### src/rtl/ctsc_pkg.sv
// Package for the clock time-set controller: tick width, action codes,
// register indexes and the structs passed between the modules.
// No dependencies.
`default_nettype none

package ctsc_pkg;

    localparam int TICK_WIDTH = 32;
    localparam int CFG_WIDTH  = 32;
    localparam int CMP_WIDTH  = (TICK_WIDTH > CFG_WIDTH) ? TICK_WIDTH : CFG_WIDTH;

    localparam int HOUR_W = 5;
    localparam int MIN_W  = 6;

    localparam logic [HOUR_W-1:0] HOUR_MAX = HOUR_W'(23);
    localparam logic [MIN_W-1:0]  MIN_MAX  = MIN_W'(59);

    localparam logic [2:0] BTN_NONE = 3'b000;
    localparam logic [2:0] BTN_MENU = 3'b100;
    localparam int BTN_DOWN_BIT = 0;
    localparam int BTN_UP_BIT   = 1;

    localparam logic CMD_LOAD   = 1'b0;
    localparam logic CMD_SAMPLE = 1'b1;

    localparam logic POS_HOURS   = 1'b0;
    localparam logic POS_MINUTES = 1'b1;

    typedef logic [TICK_WIDTH-1:0] tick_t;
    typedef logic [CFG_WIDTH-1:0]  cfg_word_t;

    typedef enum logic [0:0] {
        CFG_CLICK_DELAY = 1'b0,
        CFG_LONG_PRESS  = 1'b1
    } cfg_index_t;

    typedef enum logic [2:0] {
        ACT_NONE     = 3'd0,
        ACT_INC_HOUR = 3'd1,
        ACT_DEC_HOUR = 3'd2,
        ACT_INC_MIN  = 3'd3,
        ACT_DEC_MIN  = 3'd4,
        ACT_TOGGLE   = 3'd5,
        ACT_DONE     = 3'd6
    } action_t;

    typedef struct packed {
        cfg_word_t click_delay;
        cfg_word_t long_press_limit;
    } cfg_t;

    typedef struct packed {
        logic              command;
        logic [2:0]        buttons;
        tick_t             now_ticks;
        logic [HOUR_W-1:0] load_hours;
        logic [MIN_W-1:0]  load_minutes;
    } item_t;

    typedef struct packed {
        action_t           action;
        logic [HOUR_W-1:0] hours;
        logic [MIN_W-1:0]  minutes;
        logic              field_selected;
    } result_t;

    // True when (now - start) mod 2^TICK_WIDTH is below limit.
    function automatic logic elapsed_below(tick_t now, tick_t start, cfg_word_t limit);
        tick_t diff;
        diff = now - start;
        return CMP_WIDTH'(diff) < CMP_WIDTH'(limit);
    endfunction

    // True when (now - start) mod 2^TICK_WIDTH is above limit.
    function automatic logic elapsed_above(tick_t now, tick_t start, cfg_word_t limit);
        tick_t diff;
        diff = now - start;
        return CMP_WIDTH'(diff) > CMP_WIDTH'(limit);
    endfunction

endpackage

`default_nettype wire

### src/rtl/ctsc_cfg.sv
// Configuration registers of the clock time-set controller.
// Depends on ctsc_pkg.
`default_nettype none

module ctsc_cfg
    import ctsc_pkg::*;
(
    input  wire logic      clk,
    input  wire logic      rst_n,
    input  wire logic      wr_en,
    input  wire logic      wr_index,
    input  wire cfg_word_t wr_data,
    output cfg_t           cfg
);

    cfg_word_t click_delay_reg;
    cfg_word_t long_press_reg;

    always_ff @(posedge clk or negedge rst_n)
    begin
        if (!rst_n)
        begin
            click_delay_reg <= CFG_WIDTH'(200);
            long_press_reg  <= CFG_WIDTH'(2000);
        end
        else if (wr_en)
        begin
            case (cfg_index_t'(wr_index))
                CFG_CLICK_DELAY: click_delay_reg <= wr_data;
                CFG_LONG_PRESS:  long_press_reg  <= wr_data;
                default:         ;
            endcase
        end
    end

    assign cfg.click_delay      = click_delay_reg;
    assign cfg.long_press_limit = long_press_reg;

endmodule

`default_nettype wire

### src/rtl/ctsc_step.sv
// Per-item update of the controller state: button timing, field select
// and hour/minute counters. Depends on ctsc_pkg.
`default_nettype none

module ctsc_step
    import ctsc_pkg::*;
(
    input  wire logic  clk,
    input  wire logic  rst_n,
    input  wire logic  advance,
    input  wire item_t item,
    input  wire cfg_t  cfg,
    output result_t    result
);

    logic [2:0]        last_pattern_reg, last_pattern_next;
    tick_t             hold_start_reg,   hold_start_next;
    tick_t             click_start_reg,  click_start_next;
    logic              click_armed_reg,  click_armed_next;
    logic              position_reg,     position_next;
    logic [HOUR_W-1:0] hour_reg,         hour_next;
    logic [MIN_W-1:0]  minute_reg,       minute_next;
    action_t           action;
    tick_t             click_ref;

    always_comb
    begin
        last_pattern_next = last_pattern_reg;
        hold_start_next   = hold_start_reg;
        click_start_next  = click_start_reg;
        click_armed_next  = click_armed_reg;
        position_next     = position_reg;
        hour_next         = hour_reg;
        minute_next       = minute_reg;
        action            = ACT_NONE;
        click_ref         = click_armed_reg ? click_start_reg : item.now_ticks;

        if (item.command == CMD_LOAD)
        begin
            hour_next   = (item.load_hours > HOUR_MAX) ? HOUR_MAX : item.load_hours;
            minute_next = (item.load_minutes > MIN_MAX) ? MIN_MAX : item.load_minutes;
        end
        else if (item.buttons == BTN_NONE)
        begin
            // release: drop the press history, keep the click timer
            hold_start_next   = '0;
            last_pattern_next = BTN_NONE;
        end
        else
        begin
            click_start_next = click_ref;
            click_armed_next = 1'b1;
            if (!elapsed_below(item.now_ticks, click_ref, cfg.click_delay))
            begin
                click_armed_next = 1'b0;
                if (item.buttons[BTN_DOWN_BIT])
                begin
                    if (position_reg == POS_HOURS)
                    begin
                        hour_next = (hour_reg == '0) ? HOUR_MAX : hour_reg - 1'b1;
                        action    = ACT_DEC_HOUR;
                    end
                    else
                    begin
                        minute_next = (minute_reg == '0) ? MIN_MAX : minute_reg - 1'b1;
                        action      = ACT_DEC_MIN;
                    end
                end
                else if (item.buttons[BTN_UP_BIT])
                begin
                    if (position_reg == POS_HOURS)
                    begin
                        hour_next = (hour_reg >= HOUR_MAX) ? '0 : hour_reg + 1'b1;
                        action    = ACT_INC_HOUR;
                    end
                    else
                    begin
                        minute_next = (minute_reg >= MIN_MAX) ? '0 : minute_reg + 1'b1;
                        action      = ACT_INC_MIN;
                    end
                end
                else if (last_pattern_reg == BTN_NONE && item.buttons == BTN_MENU)
                begin
                    hold_start_next   = item.now_ticks;
                    last_pattern_next = item.buttons;
                    position_next     = ~position_reg;
                    action            = ACT_TOGGLE;
                end
                else if (last_pattern_reg == BTN_MENU && item.buttons == BTN_MENU &&
                         elapsed_above(item.now_ticks, hold_start_reg,
                                       cfg.long_press_limit))
                begin
                    last_pattern_next = BTN_NONE;
                    hold_start_next   = '0;
                    action            = ACT_DONE;
                end
            end
        end
    end

    always_ff @(posedge clk or negedge rst_n)
    begin
        if (!rst_n)
        begin
            last_pattern_reg <= BTN_NONE;
            hold_start_reg   <= '0;
            click_start_reg  <= '0;
            click_armed_reg  <= 1'b0;
            position_reg     <= POS_HOURS;
            hour_reg         <= '0;
            minute_reg       <= '0;
        end
        else if (advance)
        begin
            last_pattern_reg <= last_pattern_next;
            hold_start_reg   <= hold_start_next;
            click_start_reg  <= click_start_next;
            click_armed_reg  <= click_armed_next;
            position_reg     <= position_next;
            hour_reg         <= hour_next;
            minute_reg       <= minute_next;
        end
    end

    assign result.action         = action;
    assign result.hours          = hour_next;
    assign result.minutes        = minute_next;
    assign result.field_selected = position_next;

endmodule

`default_nettype wire

### src/rtl/clock_time_set_controller.sv
// Top level of the clock time-set controller: input register, step logic,
// result register and configuration port. Depends on ctsc_pkg, ctsc_cfg,
// ctsc_step.
//
//  channel | signals                                              | dir
//  --------+------------------------------------------------------+----
//  in      | in_valid/in_ready, command, buttons, now_ticks,      | in
//          | load_hours, load_minutes                             |
//  out     | out_valid/out_ready, action, hours, minutes,         | out
//          | field_selected                                       |
//  cfg     | cfg_valid/cfg_ready, cfg_index, cfg_data             | in
//
// Each item passes from its input beat to its result beat through the
// input register, then the step logic updates the state and loads the
// result register. One item per cycle is sustained while out_ready is
// high; the loop from the state registers through the step logic back
// to themselves sets that. Reset clears the state to hours 0, minutes 0,
// hours selected, and the registers to click_delay 200 and long_press_limit
// 2000. When out_ready is low the result register holds, then the input
// register holds and in_ready drops. cfg_ready is always high.
`default_nettype none

module clock_time_set_controller
    import ctsc_pkg::*;
(
    input  wire logic              clk,
    input  wire logic              rst_n,

    input  wire logic              in_valid,
    output logic                   in_ready,
    input  wire logic              command,
    input  wire logic [2:0]        buttons,
    input  wire logic [31:0]       now_ticks,
    input  wire logic [HOUR_W-1:0] load_hours,
    input  wire logic [MIN_W-1:0]  load_minutes,

    output logic                   out_valid,
    input  wire logic              out_ready,
    output logic [2:0]             action,
    output logic [HOUR_W-1:0]      hours,
    output logic [MIN_W-1:0]       minutes,
    output logic                   field_selected,

    input  wire logic              cfg_valid,
    output logic                   cfg_ready,
    input  wire logic              cfg_index,
    input  wire cfg_word_t         cfg_data
);

    logic    in_valid_reg;
    item_t   item_reg;
    logic    out_valid_reg;
    result_t result_reg;
    result_t result;
    cfg_t    cfg;
    logic    advance;
    logic    in_beat;

    // Move an item from the input register into the result register when
    // the result register is empty or being drained this cycle.
    assign advance  = in_valid_reg && (!out_valid_reg || out_ready);
    assign in_ready = !in_valid_reg || advance;
    assign in_beat  = in_valid && in_ready;

    assign cfg_ready = 1'b1;

    ctsc_cfg u_cfg (
        .clk      (clk),
        .rst_n    (rst_n),
        .wr_en    (cfg_valid),
        .wr_index (cfg_index),
        .wr_data  (cfg_data),
        .cfg      (cfg)
    );

    ctsc_step u_step (
        .clk     (clk),
        .rst_n   (rst_n),
        .advance (advance),
        .item    (item_reg),
        .cfg     (cfg),
        .result  (result)
    );

    // Control flags of both stages.
    always_ff @(posedge clk or negedge rst_n)
    begin
        if (!rst_n)
        begin
            in_valid_reg  <= 1'b0;
            out_valid_reg <= 1'b0;
        end
        else
        begin
            if (in_ready)
            begin
                in_valid_reg <= in_valid;
            end
            if (advance)
            begin
                out_valid_reg <= 1'b1;
            end
            else if (out_ready)
            begin
                out_valid_reg <= 1'b0;
            end
        end
    end

    // Payload registers: capture on an input beat, load the result on advance.
    always_ff @(posedge clk)
    begin
        if (in_beat)
        begin
            item_reg.command      <= command;
            item_reg.buttons      <= buttons;
            item_reg.now_ticks    <= TICK_WIDTH'(now_ticks);
            item_reg.load_hours   <= load_hours;
            item_reg.load_minutes <= load_minutes;
        end
        if (advance)
        begin
            result_reg <= result;
        end
    end

    assign out_valid      = out_valid_reg;
    assign action         = result_reg.action;
    assign hours          = result_reg.hours;
    assign minutes        = result_reg.minutes;
    assign field_selected = result_reg.field_selected;

endmodule

`default_nettype wire

### config.mk
export PLATFORM = sky130hd
export DESIGN_NAME = clock_time_set_controller
export DESIGN_NICKNAME = d
export VERILOG_FILES = /design/src/rtl/ctsc_pkg.sv /design/src/rtl/ctsc_cfg.sv /design/src/rtl/ctsc_step.sv /design/src/rtl/clock_time_set_controller.sv
export SDC_FILE = /design/constraint.sdc
export NUM_CORES = 1
export LEC_CHECK = 0
export BUFFER_PORTS_ARGS = -buffer_cell sky130_fd_sc_hd__buf_4
export CORE_MARGIN = 2
export CORE_UTILIZATION = 55
export DETAILED_ROUTE_END_ITERATION = 8
export GPL_TIMING_DRIVEN = 0
export PLACE_DENSITY = 0.7
export SETUP_SLACK_MARGIN = 0.1
export SKIP_LAST_GASP = 1
export SYNTH_ARGS = -nofsm -noshare
export SYNTH_HDL_FRONTEND = slang
export SYNTH_HIERARCHICAL = 1
export SYNTH_SLANG_ARGS = --single-unit
### constraint.sdc
create_clock -name clk -period 6.9 [get_ports clk]
set_input_delay 0 -clock clk [delete_from_list [all_inputs] [get_ports clk]]
set_output_delay 0 -clock clk [all_outputs]
set_load 0.02 [all_outputs]
==> flow_summary.yaml, run 1 <==
clock_network:
  clk_path_buf_depth: 3
  clock-root-buffer: "clkbuf_16"
  cts_buffers: 24
  tritoncts: "yes"
  h-tree-depth: 1
  cts_sinks: 206
  path_clk_slew_ps: 60
  postCtsSetupRepairBufs: 0
  clk_latency_ps: 520
final_layout:
  final_common_cell: "dfrtp_1"
  largest_register_ff_count: 47
  n_antenna_cell: 0
  utilization_pct: 68.6
  fillerInstances: 1844
  nets: 1740
  areaGrowthSynthToFinish_pct: 21.7
  layout_common_cells: "dfrtp_1 (135), ha_1 (130), inv_1 (124)"
  drive_above_1_share_pct: 16.9
worst_hold_path:
  hp-start: "cfg_valid"
  hold_end: "u_cfg/click_delay_reg[28]$_DFFE_PN0P_"
  hold_class: "in -> reg"
  min_path_cells: 4
timing:
  fmax_ghz: 0.154
  finalCriticalPeriod_ps: 6510
  tightest_slew_ps: 821
  report.final.setup_viol: 0
  hold_viol_final: 0
  slew_headroom_pct: 45.3
  skew_ps: 13.1
  setup_tns_ps: 0
  layout_setup_ws_ps: 387
  slew_viol_final: 0
  rsz0062_at_grt: "yes"
  timing.final.crit_share_pct: 94.4
global_route:
  grt.total_usage_pct: 26.6
  grt-ovfl-total: 0
  grt_pass1_vias: 10700
  grt_antenna_before_repair: 0
  grt_pass1_wl_mm: 55.2
  grt_max_degree: 82
logic_synthesis:
  ys_ff_latch: 206
  syn_inst: 1311
  syn_nets: 1528
  synth_cell_types: 76
  synth_area_per_cell_um2: 10.1
  yosysWarnings: 6
  syn-cell-area_um2: 13300
  ys.flop_type: "dfrtp_1"
  async_flop_share_pct: 69.9
  synth-seq-area-share_pct: 41.2
  synth_edf_count: 62
power:
  ir_drop_uv: 284
  power.density_nw_per_um2: 404
  finalPower_mw: 6.54
  p_leak_nw: 7.46
critical_path:
  cp_slowest_cell: "o21ai_1"
  crit_top_cell: "a21o_1"
  required_ps: 7360
  slowest_delay_ps: 460
  regToRegSetupSlack_ps: 390
  ff2ff_path_depth: 24
  worstPathBufferInverterCount: 3
  crit_family: "compound AO/OA/AOI/OAI gates"
  crit_path_max_fanout: 10
  cp.arrival_ps: 6970
  r2r_start: "u_step/click_armed_reg$_DFFE_PN0P_"
  critPathCaptureType: "register"
  cp-start-kind: "register"
  reg2reg_to: "u_step/hold_start_reg[16]$_DFFE_PN0P_"
  path_cells: "clkbuf_1 -> clkbuf_4 -> mux2i_1 -> ha_1 -> a21o_1 -> a21o_1 -> a21o_1 -> a311o_1 -> or3_1 -> o211ai_1 -> nor3_1 -> o21ai_0 -> xnor2_1 -> ha_1 -> a21o_1 -> a21o_1 -> a21oi_1 -> o21ai_0 -> a21oi_1 -> nand2_1 -> o211a_1 -> o21ai_1 -> clkbuf_2 -> a22o_1"
  worst-setup-path-type: "reg -> reg"
detailed_routing:
  drt_iter0_markers: 733
  drt_pre_antenna_iters: 5
  drcViolationCount: 0
  ant_nets: 0
  via_per_inst: 5.77
  drt-wirelength-per-cell_um: 18.1
  routed_wl_mm: 33.7
  via_count: 10700
floorplanning:
  pin_count: 103
  fp.coreArea_um2: 23600
  num_rows: 56
  start_util_pct: 56.3
  die_height_um: 160
  die_w_um: 160
  die_area_um2: 25400
placed_design:
  port-buffer-count: 101
  hpwlAfterDp_mm: 23.9
  pre_cts_ws_ps: -500
  finalWeightedCongestion: 0.886
outcome:
  status: "finished, final reports clean"
flow_run:
  maxCapViolations: 0
[cells in the mapped netlist (all sizes together) (7+ instances only)]
cell type    n  area share (%)
mux2        73             6.4
inv        124             3.5
o21bai       9            0.51
a21o        64             3.6
nor3        24            0.94
and3        10            0.47
a21oi       80             3.0
mux2i       34             2.6
nand4       24             1.2
buf         14            0.78
dfstp        9             1.8
xor2        23             1.5
nand3       12            0.45
o21ai       89             3.3
nand2       92             2.6
o31ai        7            0.40
nor2        49             1.4
nand2b      15            0.71
ha         130              12
dfrtp      135              25
a31oi       17            0.80
o21a         7            0.40
a22o        35             2.3
edfxtp      62              14
clkbuf      34            0.96
nor2b       17            0.80
xnor2       34             2.2
[routing by layer]
metal	global-route usage (%)	part of all wire [%]
met2	44.9	47
met3	2.47	4.4
met1	37.5	46
met4	5.70	2.0
met5	0	0
[kinds of logic after synthesis]
kind of cell	after synthesis	synth area share [%]
adder cells (fa/ha/maj)	132	12.5
XOR/XNOR	57	3.75
flip-flops	206	41.2
AO/OA/AOI/OAI	365	18.1
other	1	0.0282
multiplexers	107	8.96
AND/OR/NAND/NOR	271	10.2
buffers and inverters	172	5.24
[repair_timing]
item / 4_1_cts / 5_1_grt
resized for setup: 5 / 15
hold buffers: 84 / 0
endpoints found under the setup margin: 54 / 51
hold endpoints to repair: 186 / 0
[worst max-delay path by stage]
stage                                       startpoint                               endpoint  slack, ps  cells past startpoint
detailed placement  u_step/click_armed_reg$_DFFE_PN0P_   u_step/hold_start_reg[4]$_DFFE_PN0P_       -500                     22
global placement    u_step/click_armed_reg$_DFFE_PN0P_  u_step/hold_start_reg[16]$_DFFE_PN0P_       -470                     22
global route        u_step/click_armed_reg$_DFFE_PN0P_  u_step/hold_start_reg[16]$_DFFE_PN0P_         90                     24
CTS                 u_step/click_armed_reg$_DFFE_PN0P_  u_step/hold_start_reg[16]$_DFFE_PN0P_        100                     22
finish              u_step/click_armed_reg$_DFFE_PN0P_  u_step/hold_start_reg[16]$_DFFE_PN0P_        390                     24
floorplan           u_step/click_armed_reg$_DFFE_PN0P_                     hours[3]$_DFFE_PP_       1510                     23
[where the power goes]
group	total, mW	internal, mW	switching, mW
sequential	1.76	1.57	0.183
combinational	3.49	1.55	1.95
clock	1.30	0.786	0.511
[stage by stage]
stage / hold slack [ps] / cell area (um^2) / instances
after floorplan: -296 / 13300 / 1311
after global placement: 178 / 14500 / 1731
after detailed placement: 127 / 14500 / 1732
after CTS: 52.1 / 16200 / 1860
after global routing: 92.8 / 16200 / 1860
final: 81.0 / 16200 / 1860
[worst register-to-register path: cells and delay by family (launching register included)]
family / cells / cell delay (ps)
flops: 1 / 320
simple gates: 3 / 700
buf+inv: 3 / 1070
mux: 1 / 260
xor+xnor: 1 / 160
compound gates: 14 / 3370
fa+ha+maj: 2 / 580
[layout make-up]
type / count / area [um^2] / share of cell area [%]
multi-input combinational: 933 / 7160 / 44.3
sequential: 206 / 5480 / 33.8
timing repair buffer: 186 / 1630 / 10.1
clock buffer: 31 / 658 / 4.07
inverter: 124 / 465 / 2.88
tap: 319 / 399 / 2.47
buffer: 48 / 244 / 1.51
clock inverter: 13 / 151 / 0.935
No activity file was read; power rests on OpenSTA's default activity.
==> run 2: changes to the inputs <==
- clock period: 6.9 -> 6.8 ns (I/O delays scaled with it)
==> run 2 against run 1 <==
- clock power barely moved
- first-iteration DRC count fell by 5.3%
- routed wire length barely moved
- highest routed layer unchanged
- flip-flop and latch count unchanged
- register-to-register slack better by 90 ps
- design area about the same
- hold slack lost 2.0 ps
- final cell count unchanged
- sequential share of layout area about the same
- largest power group unchanged
- global-route usage unchanged
==> flow_summary.yaml, run 2 (synthesis results as in run 1) <==
timing:
  timing.final.crit_share_pct: 93.0
  slew_headroom_pct: 45.2
  setup_tns_ps: 0
  fmax_ghz: 0.158
  rsz0062_at_grt: "yes"
  hold_viol_final: 0
  slew_viol_final: 0
  finalCriticalPeriod_ps: 6330
  layout_setup_ws_ps: 474
  whs_ps: 79.0
  skew_ps: 12.8
  report.final.setup_viol: 0
  tightest_slew_ps: 822
detailed_routing:
  drcViolationCount: 0
  drt_pre_antenna_iters: 7
  via_count: 10700
  via_per_inst: 5.76
  routed_wl_mm: 33.7
  ant_nets: 0
  drt_iter0_markers: 694
  drt-wirelength-per-cell_um: 18.1
global_route:
  grt.total_usage_pct: 26.6
  grt_pass1_vias: 10700
  grt_max_degree: 82
  grt_antenna_before_repair: 0
  grt-ovfl-total: 0
  grt_pass1_wl_mm: 55.2
final_layout:
  final_cell_count_no_fill: 1860
  n_antenna_cell: 0
  utilization_pct: 68.6
  largest_register_ff_count: 47
  areaGrowthSynthToFinish_pct: 21.7
  final_cell_area_um2: 16200
  drive_above_1_share_pct: 16.9
  layout_common_cells: "dfrtp_1 (135), ha_1 (130), inv_1 (124)"
  final_common_cell: "dfrtp_1"
  nets: 1740
critical_path:
  worst-setup-path-type: "reg -> reg"
  required_ps: 7260
  cp.arrival_ps: 6780
  critPathCaptureType: "register"
  crit_top_cell: "a21o_1"
  crit_path_max_fanout: 10
  worstPathBufferInverterCount: 3
  path_cells: "clkbuf_1 -> clkbuf_4 -> mux2i_1 -> ha_1 -> a21o_1 -> a21o_1 -> a21o_1 -> a311o_1 -> or3_1 -> o211ai_1 -> nor3_1 -> o21ai_0 -> xnor2_1 -> ha_1 -> a21o_1 -> a21o_1 -> a21oi_1 -> o21ai_0 -> a21oi_1 -> nand2_1 -> o211a_1 -> o21ai_2 -> clkbuf_2 -> a22o_1"
  cp_slowest_cell: "a21oi_1"
  slowest_delay_ps: 410
  crit_family: "compound AO/OA/AOI/OAI gates"
  cp-start-kind: "register"
floorplanning:
  die_area_um2: 25400
  pin_count: 103
  die_w_um: 160
  fp.coreArea_um2: 23600
  num_rows: 56
  start_util_pct: 56.3
  die_height_um: 160
placed_design:
  port-buffer-count: 101
  pre_cts_ws_ps: -600
  hpwlAfterDp_mm: 23.9
  finalWeightedCongestion: 0.886
  placed_cells: 1732
  placed_cell_area_um2: 14500
clock_network:
  tritoncts: "yes"
  clk_path_buf_depth: 3
  clock-root-buffer: "clkbuf_16"
  cts_sinks: 206
  cts_buffers: 24
  h-tree-depth: 1
  clk_latency_ps: 520
  path_clk_slew_ps: 60
power:
  ir_drop_uv: 288
  finalPower_mw: 6.64
  power.density_nw_per_um2: 410
  p_leak_nw: 7.46
outcome:
  status: "finished, final reports clean"
flow_run:
  maxCapViolations: 0
worst_hold_path:
  hold_class: "in -> reg"
==> run 2: cell count changes in the layout (fill, tap and decap cells not counted) <==
cell | previous run | this run
o21ai_2 | 0 | 1
o21ai_1 | 4 | 3
==> run 2: layer usage <==
metal  track usage [%]  up-vias  routed length, um  part of all wire, %
met5                 0        -                  0                    0
met4              5.70        0                677                  2.0
met3              2.47       38               1540                  4.6
met2              44.9      262              15900                   47
met1              37.5     5230              15500                   46
li1                  -     5186                  -                    -
==> run 2: layout make-up <==
class | count | area (um^2)
inverter | 124 | 465
fill | 1843 | 7420
clock inverter | 13 | 151
tap | 319 | 399
sequential | 206 | 5480
clock buffer | 31 | 658
buffer | 48 | 244
multi-input combinational | 933 | 7170
timing repair buffer | 186 | 1630
==> run 2: final timing paths <==
check	startpoint	end	slack, ps	depth (start not counted)
min in group asynchronous	rst_n	u_step/hold_start_reg[5]$_DFFE_PN0P_	130	2
max	u_step/click_armed_reg$_DFFE_PN0P_	u_step/hold_start_reg[16]$_DFFE_PN0P_	470	24
max reg2reg	u_step/click_armed_reg$_DFFE_PN0P_	u_step/hold_start_reg[16]$_DFFE_PN0P_	470	24
min reg2reg	u_step/click_start_reg[9]$_DFFE_PN0P_	u_step/click_start_reg[9]$_DFFE_PN0P_	480	2
max in group asynchronous	rst_n	u_cfg/long_press_reg[26]$_DFFE_PN0P_	5860	3
min	cfg_valid	u_cfg/click_delay_reg[28]$_DFFE_PN0P_	80	4
==> run 2: what timing repair did <==
item,CTS,global route
gates cloned,0,0
hold buffers,84,0
endpoints found under the hold margin,186,0
buffers inserted,0,0
gates resized for setup,8,11
endpoints found under the setup margin,56,50
==> run 2: worst register-to-register path, stage by stage (launching register included) <==
cell	delay (ps)
dfrtp_1	330
clkbuf_1	300
clkbuf_4	360
mux2i_1	260
ha_1	310
a21o_1	190
a21o_1	160
a21o_1	180
a311o_1	340
or3_1	350
o211ai_1	260
nor3_1	90
o21ai_0	260
xnor2_1	160
ha_1	270
a21o_1	160
a21o_1	170
a21oi_1	210
o21ai_0	160
a21oi_1	410
nand2_1	240
o211a_1	180
o21ai_2	330
clkbuf_2	390
a22o_1	210
==> run 2: report_power, final <==
group,leakage (nW),total (mW),switching [mW],internal [mW]
logic,4.72,3.54,1.98,1.57
clock network,0.383,1.32,0.519,0.797
registers,2.36,1.78,0.186,1.60
